--- src/design/rac_pkg.sv ---
// ----------------------------------------------------------------------------
// rac_pkg
// Shared types, constants and helpers of the row alpha compositor.
// ----------------------------------------------------------------------------
package rac_pkg;

  // Row geometry
  localparam int ROW_WIDTH = 4096;
  localparam int ADDR_W    = (ROW_WIDTH > 1) ? $clog2(ROW_WIDTH) : 1;
  localparam int X_W       = 12;

  // Samples
  localparam int SAMPLE_W  = 16;
  localparam int PIX_W     = 4 * SAMPLE_W;
  localparam int PROD_W    = 2 * SAMPLE_W;
  localparam logic [SAMPLE_W-1:0] SAMPLE_MAX = 16'hFFFF;

  // Store word: valid flag over four samples
  localparam int WORD_W    = PIX_W + 1;

  // Pixel type codes
  localparam logic [1:0] PT_RGB  = 2'd0;
  localparam logic [1:0] PT_RGBA = 2'd1;
  localparam logic [1:0] PT_CMYK = 2'd2;

  // Request kinds (tuser)
  localparam logic KIND_COMPOSE = 1'b0;
  localparam logic KIND_READ    = 1'b1;

  typedef enum logic [2:0] {
    ST_CLEAR,
    ST_IDLE,
    ST_LOOK,
    ST_MUL,
    ST_SUM
  } rac_state_t;

  // Stage enables for the blend lanes
  typedef struct packed {
    logic mul_en;
    logic sum_en;
  } rac_lane_ctl_t;

  // Fold type three onto CMYK
  function automatic logic [1:0] fold_type(input logic [1:0] pt);
    logic [1:0] f;
    f = (pt == PT_RGB) ? PT_RGB : ((pt == PT_RGBA) ? PT_RGBA : PT_CMYK);
    return f;
  endfunction

  // Floor division by 2^16-1 of a value no larger than (2^16-1)^2:
  // q0 = n >> 16 leaves a remainder of n[15:0] + q0, one correction step.
  function automatic logic [SAMPLE_W-1:0] div_max(input logic [PROD_W-1:0] n);
    logic [SAMPLE_W-1:0] q0;
    logic [SAMPLE_W:0]   rem;
    logic [SAMPLE_W-1:0] q;
    q0  = n[PROD_W-1:SAMPLE_W];
    rem = {1'b0, n[SAMPLE_W-1:0]} + {1'b0, q0};
    q   = (rem >= {1'b0, SAMPLE_MAX}) ? q0 + 1'b1 : q0;
    return q;
  endfunction

endpackage

--- src/design/rac_blend_lane.sv ---
// ----------------------------------------------------------------------------
// rac_blend_lane
// One sample lane of the over blend: (dst*(max-a) + src*a) / max.
// ----------------------------------------------------------------------------
module rac_blend_lane (
  input  logic                         clk,
  input  rac_pkg::rac_lane_ctl_t       ctl,
  input  logic [rac_pkg::SAMPLE_W-1:0] dst,
  input  logic [rac_pkg::SAMPLE_W-1:0] src,
  input  logic [rac_pkg::SAMPLE_W-1:0] alpha,
  output logic [rac_pkg::SAMPLE_W-1:0] blend
);

  logic [rac_pkg::SAMPLE_W-1:0] inv_alpha;
  logic [rac_pkg::PROD_W-1:0]   prod_d_r;
  logic [rac_pkg::PROD_W-1:0]   prod_s_r;
  logic [rac_pkg::PROD_W-1:0]   sum_r;

  assign inv_alpha = rac_pkg::SAMPLE_MAX - alpha;

  // Products
  always_ff @(posedge clk) begin
    if (ctl.mul_en) begin
      prod_d_r <= dst * inv_alpha;
      prod_s_r <= src * alpha;
    end
  end

  // Sum, cannot exceed max*max
  always_ff @(posedge clk) begin
    if (ctl.sum_en) begin
      sum_r <= prod_d_r + prod_s_r;
    end
  end

  assign blend = rac_pkg::div_max(sum_r);

endmodule

--- config.mk ---
export PLATFORM = sky130hd
export DESIGN_NAME = rac_blend_lane
export DESIGN_NICKNAME = d
export VERILOG_FILES = /design/src/design/rac_pkg.sv /design/src/design/rac_blend_lane.sv
export SDC_FILE = /design/constraint.sdc
export NUM_CORES = 1
export LEC_CHECK = 0
export BUFFER_PORTS_ARGS = -buffer_cell sky130_fd_sc_hd__clkbuf_2
export CORE_UTILIZATION = 30
export DETAILED_ROUTE_END_ITERATION = 6
export GPL_ROUTABILITY_DRIVEN = 0
export PLACE_DENSITY = 0.41
export SYNTH_ARGS = -nofsm -noshare
export SYNTH_HDL_FRONTEND = slang
export SYNTH_SLANG_ARGS = --single-unit
--- constraint.sdc ---
create_clock -name clk -period 6.66 [get_ports clk]
set_input_delay 0 -clock clk [delete_from_list [all_inputs] [get_ports clk]]
set_output_delay 0 -clock clk [all_outputs]
set_load 0.02 [all_outputs]
### After elaboration in Yosys (flattened, before gate mapping)

Cells that the tools add are included.

| storage, ports and cells | value |
|---|---|
| input bits | 51 |
| register bits | 96 |
| output and inout bits | 16 |
| word-level logic and storage cells | 11 |

| operators by class | value |
|---|---|
| order comparisons | 1 |
| add/subtract/negate cells | 4 |
| multipliers | 2 |
| muxes and demuxes | 1 |

Operator list:

| kind | number |
|---|---|
| $mul 16x16->32 | 2 |
| $add 32x32->32 | 1 |
| $add 16x16->17 | 1 |
| $ge 17x16->1 const B | 1 |
| $add 16x1->16 const B | 1 |
| $mux 16 | 1 |
| $sub 16x16->16 const A | 1 |

### Logic depth before layout (Yosys ltp)

Gate-level depths: netlist of the first run.

| logic depth | value |
|---|---|
| depth in word-level cells | 3 |
| mapped depth | 23 |

### Worst setup path after synthesis of the first run

OpenSTA, ideal clock, no wires.

| timing | value |
|---|---|
| path type | in2reg |
| start | input port alpha[7] (netlist name) |
| end | register prod_d_r[29] (netlist name) (data pin) |
| library setup time | 0.266 ns |
| path slack | 0.538 ns |
| required time | 6.394 ns |
| arrival time | 5.856 ns |
| path buffers | 1 |
| cell stages on the path | 23 |
| path through | clkbuf_1 > nand2b_1 > fa_1 > inv_1 > fa_1 > inv_1 > fa_1 > inv_1 > fa_1 > fa_1 > inv_1 > fa_1 > inv_1 > ha_1 > a21oi_1 > o21ai_1 > or3_1 > a2111oi_0 > nor3_1 > o311ai_1 > nor2_1 > o41ai_1 > xnor2_1 |

| on the way | value |
|---|---|
| longest elaborated chain between the ends | 2 |

RTL lines:

| item | RTL line | RTL |
|---|---|---|
| start, declared | rac_blend_lane.sv:10 | `input logic [rac_pkg::SAMPLE_W-1:0] alpha,` |
| $sub 16x16->16 | rac_blend_lane.sv:19 | `assign inv_alpha = rac_pkg::SAMPLE_MAX - alpha;` |
| $mul 16x16->32 | rac_blend_lane.sv:24 | `prod_d_r <= dst * inv_alpha;` |
| end signal, assigned | rac_blend_lane.sv:24 |  |
| end, declared | rac_blend_lane.sv:15 | `logic [rac_pkg::PROD_W-1:0] prod_d_r;` |

Every way passes these cells.
A chain may end at the register's enable or synchronous reset.

### Final worst setup path of the first run

| timing | value |
|---|---|
| start | input port alpha[1] (netlist name) |
| end | register prod_d_r[29] (netlist name) (data pin) |

Same word-level chain as after synthesis.

==> results of run 1 <==
==> worst max-delay path, cell delays in order <==
cell	delay, ps
clkbuf_2	200
nand2b_1	220
fa_1	540
fa_1	550
inv_1	50
fa_1	480
fa_1	480
fa_1	520
inv_1	50
fa_1	480
inv_1	40
ha_1	330
a21oi_1	200
o21ai_1	130
or3_1	310
a2111oi_0	430
buf_4	190
nor3_1	80
o311ai_2	330
nor2_1	100
o41ai_1	380
xnor2_1	120
==> stage by stage <==
step | hold slack, ps | util | setup WS (ps) | setup TNS, ps
after floorplan | 112 | - | 538 | 0
after global placement | 554 | 0.327 | 57.4 | 0
after detailed placement | 549 | 0.327 | -31.1 | -31.1
after CTS | 294 | 0.331 | 347 | 0
after global routing | 329 | 0.331 | 47.2 | 0
final | 299 | 0.331 | 555 | 0
==> registers in the layout, indices dropped and copies added, names as in the netlist <==
name	count
prod_d_r	32
sum_r	32
prod_s_r	32
==> kinds of logic after synthesis <==
logic type / Yosys count
AOI/OAI and AO/OA: 269
muxes: 4
and+or+nand+nor: 744
xor gates and xnor gates: 97
adders and majority gates: 646
buffers and inverters: 553
DFF: 96
==> path summary, 6_finish.rpt <==
| path | startpoint | endpoint | slack, ps | cells after the start |
|---|---|---|---|---|
| setup reg to reg | prod_d_r[0]$_DFFE_PP_ | sum_r[30]$_DFFE_PP_ | 3220 | 12 |
| hold / removal | src[0] | prod_s_r[0]$_DFFE_PP_ | 300 | 2 |
| setup / recovery | alpha[1] | prod_d_r[29]$_DFFE_PP_ | 560 | 22 |
| hold reg to reg | prod_s_r[0]$_DFFE_PP_ | sum_r[0]$_DFFE_PP_ | 560 | 1 |
==> synthesized netlist by cell type, drive strengths merged, types with 4 or more instances <==
| master | number | share of area |
|---|---|---|
| xor2 | 30 | 0.012 |
| nor4 | 10 | 0.0028 |
| o311ai | 4 | 0.0015 |
| nor3 | 23 | 0.0051 |
| and2 | 127 | 0.035 |
| nand2b | 151 | 0.042 |
| a31oi | 6 | 0.0026 |
| o21a | 9 | 0.0030 |
| a21oi | 84 | 0.019 |
| a21boi | 9 | 0.0030 |
| o2111ai | 4 | 0.0015 |
| a21o | 41 | 0.014 |
| nor2 | 66 | 0.011 |
| nand3 | 27 | 0.0060 |
| nand2 | 178 | 0.029 |
| nor2b | 129 | 0.036 |
| o21ai | 42 | 0.0093 |
| fa | 390 | 0.34 |
| o211ai | 5 | 0.0017 |
| and3 | 6 | 0.0017 |
| edfxtp | 96 | 0.13 |
| nand4 | 12 | 0.0033 |
| ha | 256 | 0.14 |
| clkbuf | 86 | 0.014 |
| a2111oi | 4 | 0.0024 |
| inv | 466 | 0.077 |
| nor3b | 4 | 0.0013 |
| a211oi | 16 | 0.0053 |
| o21bai | 17 | 0.0056 |
| xnor2 | 67 | 0.026 |
==> what timing repair did <==
item / CTS / global route
resized for setup: 0 / 2
setup endpoints to repair: 0 / 2
hold endpoints to repair: 0 / 0
==> layout make-up <==
type,count,area share
flip-flops and latches,96,0.117
inverters,466,0.0708
clock buffers,9,0.00912
repair buffers,127,0.0334
well taps,969,0.0491
clock inverters,7,0.00345
diodes,1,0.000101
multi-input cells,1760,0.717
==> routing by layer <==
layer | up-vias | wire length (um) | GRT usage | part of all wire
met1 | 8120 | 31000 | 0.242 | 0.50
met2 | 249 | 28700 | 0.270 | 0.46
met3 | 19 | 1820 | 0.0134 | 0.029
met4 | 2 | 456 | 0.0235 | 0.0074
li1 | 7663 | - | - | -
met5 | - | 13 | 0 | 0.00021
==> metrics.csv, run 1 <==
metric;value;unit
synth unique cells;62;
die width;277;um
share of layout cells above drive strength 1;0.0629;
Slew Viols, Final;0;
Initial Util;0.304;
Post-Syn Area;0.0227;mm2
die area;0.0766;mm2
worst skew pair latency;350;ps
largest family of logic cells by synthesized area;adder cells;
synthesized-area fraction occupied by adder cells;0.486;
register area;0.00288;mm2
Routed WL;61900;um
filler cell count;7794;
headroom to the max-slew limit;0.425;
Setup Fix Bufs, Post-CTS;0;
Vias;16100;
number of synthesized flops with an enable pin;96;
crit path capture type;flip-flop;
area after detailed placement;0.0244;mm2
fraction of registers with async set or reset after synthesis;0;
Hold-fix buffers, CTS;0;
startpoint types;input port;
Setup Skew;8.32;ps
Num Clock Sinks;96;
CTS Root Cell;clkbuf_16;
area delta synth->final;8.95;%
Port Buffers;66;
pin count of the biggest net entering global routing;65;
CP arrival;6210;ps
Max Freq;164;MHz
first drt pass iteration count;5;
core area;0.0746;mm2
Worst Hold Class;input port to flip-flop;
num rows;100;
Post-Synth Simple-Gate Area;0.177;
final instance area;0.0247;mm2
number of DRC markers in iteration 0;853;
drc violations;0;
portion of netlist area occupied by mux cells;0.00182;
Mapped Nets;3106;
minimum clock period;6100;ps
Clock Path Buffers;2;
Max-cap violations;0;
Worst Tran Pin Value;863;ps
WP data required;6760;ps
first-pass GRT wire length;99400;um
Seq/Total Area, Yosys;0.127;
routed vias/inst;4.67;
Finished Layout Cells;3435;
critical path type;input port to flip-flop;
Tcrit/Tclk final;0.917;
commonest non-fill, non-tap cell in the layout;inv_1;
Worst-path clk slew;80;ps
CTS Buf Count;9;
Post-Synth XOR/XNOR Area;0.0375;
final hold vios;0;
vias in the first global route;17200;
htree depth;3;
fin nets;3157;
Synth Area in Compound Gates;0.0788;
# setup viols final;0;
CTS tree;yes;
IO Pins;67;
chip height;277;um
synthesized flop and latch total;96;
Final ANT Viol Nets;0;
Primary FF master, synth;edfxtp_1;
status;finished, final reports clean;
CP max FO;10;
Total GRT Usage;0.165;
hpwl dp;53800;um
wire per inst;18.0;um
initial antenna violation count;1;
gr ovfl total;0;
RSZ-0062 raised after global routing;no;
area of the multi-input gates;0.0177;mm2
Synth Instances;2409;
most frequent cells in the layout;inv_1, fa_1, ha_1, nand2_1, nand2b_1;
YS warnings;0;
dpl cells;3418;
Mean Syn Cell Area;9.41;um2
Power of run 1 is left out: the tool's default activity adds up to more than one toggle a clock period on the data nets, which glitch-free logic cannot reach.
==> inputs of run 2 (changes only) <==
--- a/config.mk
+++ b/config.mk
@@ -5,6 +5,7 @@
 export SDC_FILE = /design/constraint.sdc
 export NUM_CORES = 1
 export LEC_CHECK = 0
+export ABC_AREA = 1
 export BUFFER_PORTS_ARGS = -buffer_cell sky130_fd_sc_hd__clkbuf_2
 export CORE_UTILIZATION = 30
 export DETAILED_ROUTE_END_ITERATION = 6
==> run 2 against run 1 <==
Net effect: sequential cell count stayed put; cell count is 16% higher; synthesized cell count is 22% higher; global-route usage is 2.2 points higher; design area is 1.7% higher; critical endpoint is now prod_d_r[18]$_DFFE_PP_; largest cell class unchanged.
==> metrics.csv, run 2 <==
metric;value;unit;change
hpwl dp;60200;um;+12%
first-pass GRT wire length;113000;um;+14%
initial antenna violation count;0;;-1
Slew Viols, Final;0;;unchanged
Max Freq;174;MHz;+6.0%
CP arrival;5850;ps;-360 ps
# setup viols final;0;;unchanged
most common cell in the netlist;inv_1;;
pin count of the biggest net entering global routing;65;;unchanged
Max-cap violations;0;;unchanged
wire per inst;17.8;um;-1.1%
RSZ-0062 raised after global routing;no;;
gr ovfl total;0;;unchanged
final setup TNS;0;ps;unchanged
area delta synth->final;7.56;%;
Mean Syn Cell Area;7.94;um2;-16%
Synth Instances;2942;;+22%
Post-Syn Area;0.0233;mm2;+3.0%
Worst Hold Class;input port to flip-flop;;
Worst Tran Pin Value;844;ps;-19.4 ps
Setup Skew;7.70;ps;-0.614 ps
CTS Buf Count;9;;unchanged
htree depth;3;;unchanged
Mapped Nets;3639;;+17%
top cell type's share of synthesized area;0.334;;-0.0101
Clock Path Buffers;2;;unchanged
chip height;281;um;+1.5%
Total GRT Usage;0.188;;+0.0223
commonest non-fill, non-tap cell in the layout;inv_1;;
CTS tree;yes;;
CP max FO;11;;+1
Final ANT Viol Nets;0;;unchanged
num rows;101;;+1.0%
filler cell count;8201;;+5.2%
Port Buffers;66;;unchanged
routed vias/inst;4.61;;-1.4%
post_cts resized;0;;unchanged
area leader, netlist;fa_1;;
Num Clock Sinks;96;;unchanged
Seq/Total Area, Yosys;0.123;;-0.00374
startpoint types;input port;;
Worst-path clk slew;70;ps;about the same
worst reg2reg setup slack;3880;ps;+660 ps
share of layout cells above drive strength 1;0.0443;;-0.0185
synth cell count leaders;inv_1, nand2_1, fa_1;;
Setup WS pre-CTS;488;ps;+519 ps
number of synthesized flops with an enable pin;96;;unchanged
final hold vios;0;;unchanged
core area;0.0765;mm2;+2.5%
synth unique cells;41;;-34%
vias in the first global route;19700;;+15%
worst skew pair latency;350;ps;about the same
Primary FF master, synth;edfxtp_1;;
drc violations;0;;unchanged
most frequent cells in the layout;inv_1, nand2_1, fa_1, ha_1, nor2_1;;
Setup Fix Bufs, Post-CTS;0;;unchanged
number of DRC markers in iteration 0;1090;;+28%
Vias;18400;;+14%
critical path type;input port to flip-flop;;
YS warnings;0;;unchanged
headroom to the max-slew limit;0.438;;+0.0129
status;finished, final reports clean;;
first drt pass iteration count;5;;unchanged
fraction of registers with async set or reset after synthesis;0;;unchanged
Initial Util;0.305;;+0.00150
Tcrit/Tclk final;0.865;;-0.0515
top flop regs;prod_d_r: 32 flops, prod_s_r: 32 flops, sum_r: 32 flops;;
die width;281;um;+1.5%
CTS Root Cell;clkbuf_16;;
WP data required;6750;ps;about the same
fin nets;3646;;+15%
die area;0.0790;mm2;+3.0%
Hold-fix buffers, CTS;0;;unchanged
synthesized flop and latch total;96;;unchanged
crit path capture type;flip-flop;;
minimum clock period;5760;ps;-343 ps
post-route setup slack;898;ps;+343 ps
top cells by area, synth;fa_1, ha_1, edfxtp_1;;
Routed WL;71000;um;+15%
IO Pins;67;;unchanged
## run 2: metal layers
layer | share of wire | GRT usage
met5 | 0 | 0
met4 | 0.022 | 0.0478
met3 | 0.047 | 0.0207
met2 | 0.45 | 0.303
met1 | 0.48 | 0.265
## run 2: per-stage QoR
step	utilization	area [um2]	hold WS, ps	cells
2_1_floorplan	-	23300	112	2942
3_3_place_gp	0.324	24800	548	3968
3_5_place_dp	0.324	24800	547	3968
4_1_cts	0.328	25100	298	3984
5_1_grt	0.328	25100	326	3984
6_report	0.328	25100	321	3985
## run 2: final timing paths
kind	startpoint	end	cells after the start
min	src[0]	prod_s_r[0]$_DFFE_PP_	4
max reg2reg	prod_d_r[0]$_DFFE_PP_	sum_r[20]$_DFFE_PP_	11
min reg2reg	prod_s_r[0]$_DFFE_PP_	sum_r[0]$_DFFE_PP_	1
max	alpha[2]	prod_d_r[18]$_DFFE_PP_	20
## run 2: critical path, stage by stage
cell,delay (ps)
clkbuf_2,260
inv_1,440
nand2_1,140
fa_1,510
fa_1,520
fa_1,520
inv_1,50
fa_1,540
fa_1,510
inv_1,50
fa_1,470
inv_1,40
ha_1,350
nand2_1,190
nor2_1,110
nand2_1,80
nand2_1,60
a31oi_1,360
o21ai_0,180
xor2_1,470
## run 2: area by class of cell
cell class              count  area [um2]  area share
clock inverters             7        95.1     0.00379
clock buffers               9         225     0.00897
well taps                1030        1290      0.0513
multi-input cells        2015       17300       0.690
diodes                      1        2.50   0.0000996
repair buffers             92         526      0.0209
inverters                 735        2760       0.110
flip-flops and latches     96        2880       0.115
## run 2: cell families after synthesis
family          synth area share
simple gates               0.181
buf+inv                    0.134
fa+ha+maj                  0.472
compound gates            0.0518
xor+xnor                  0.0379
flops                      0.123
Power of run 2 is left out for the same reason.
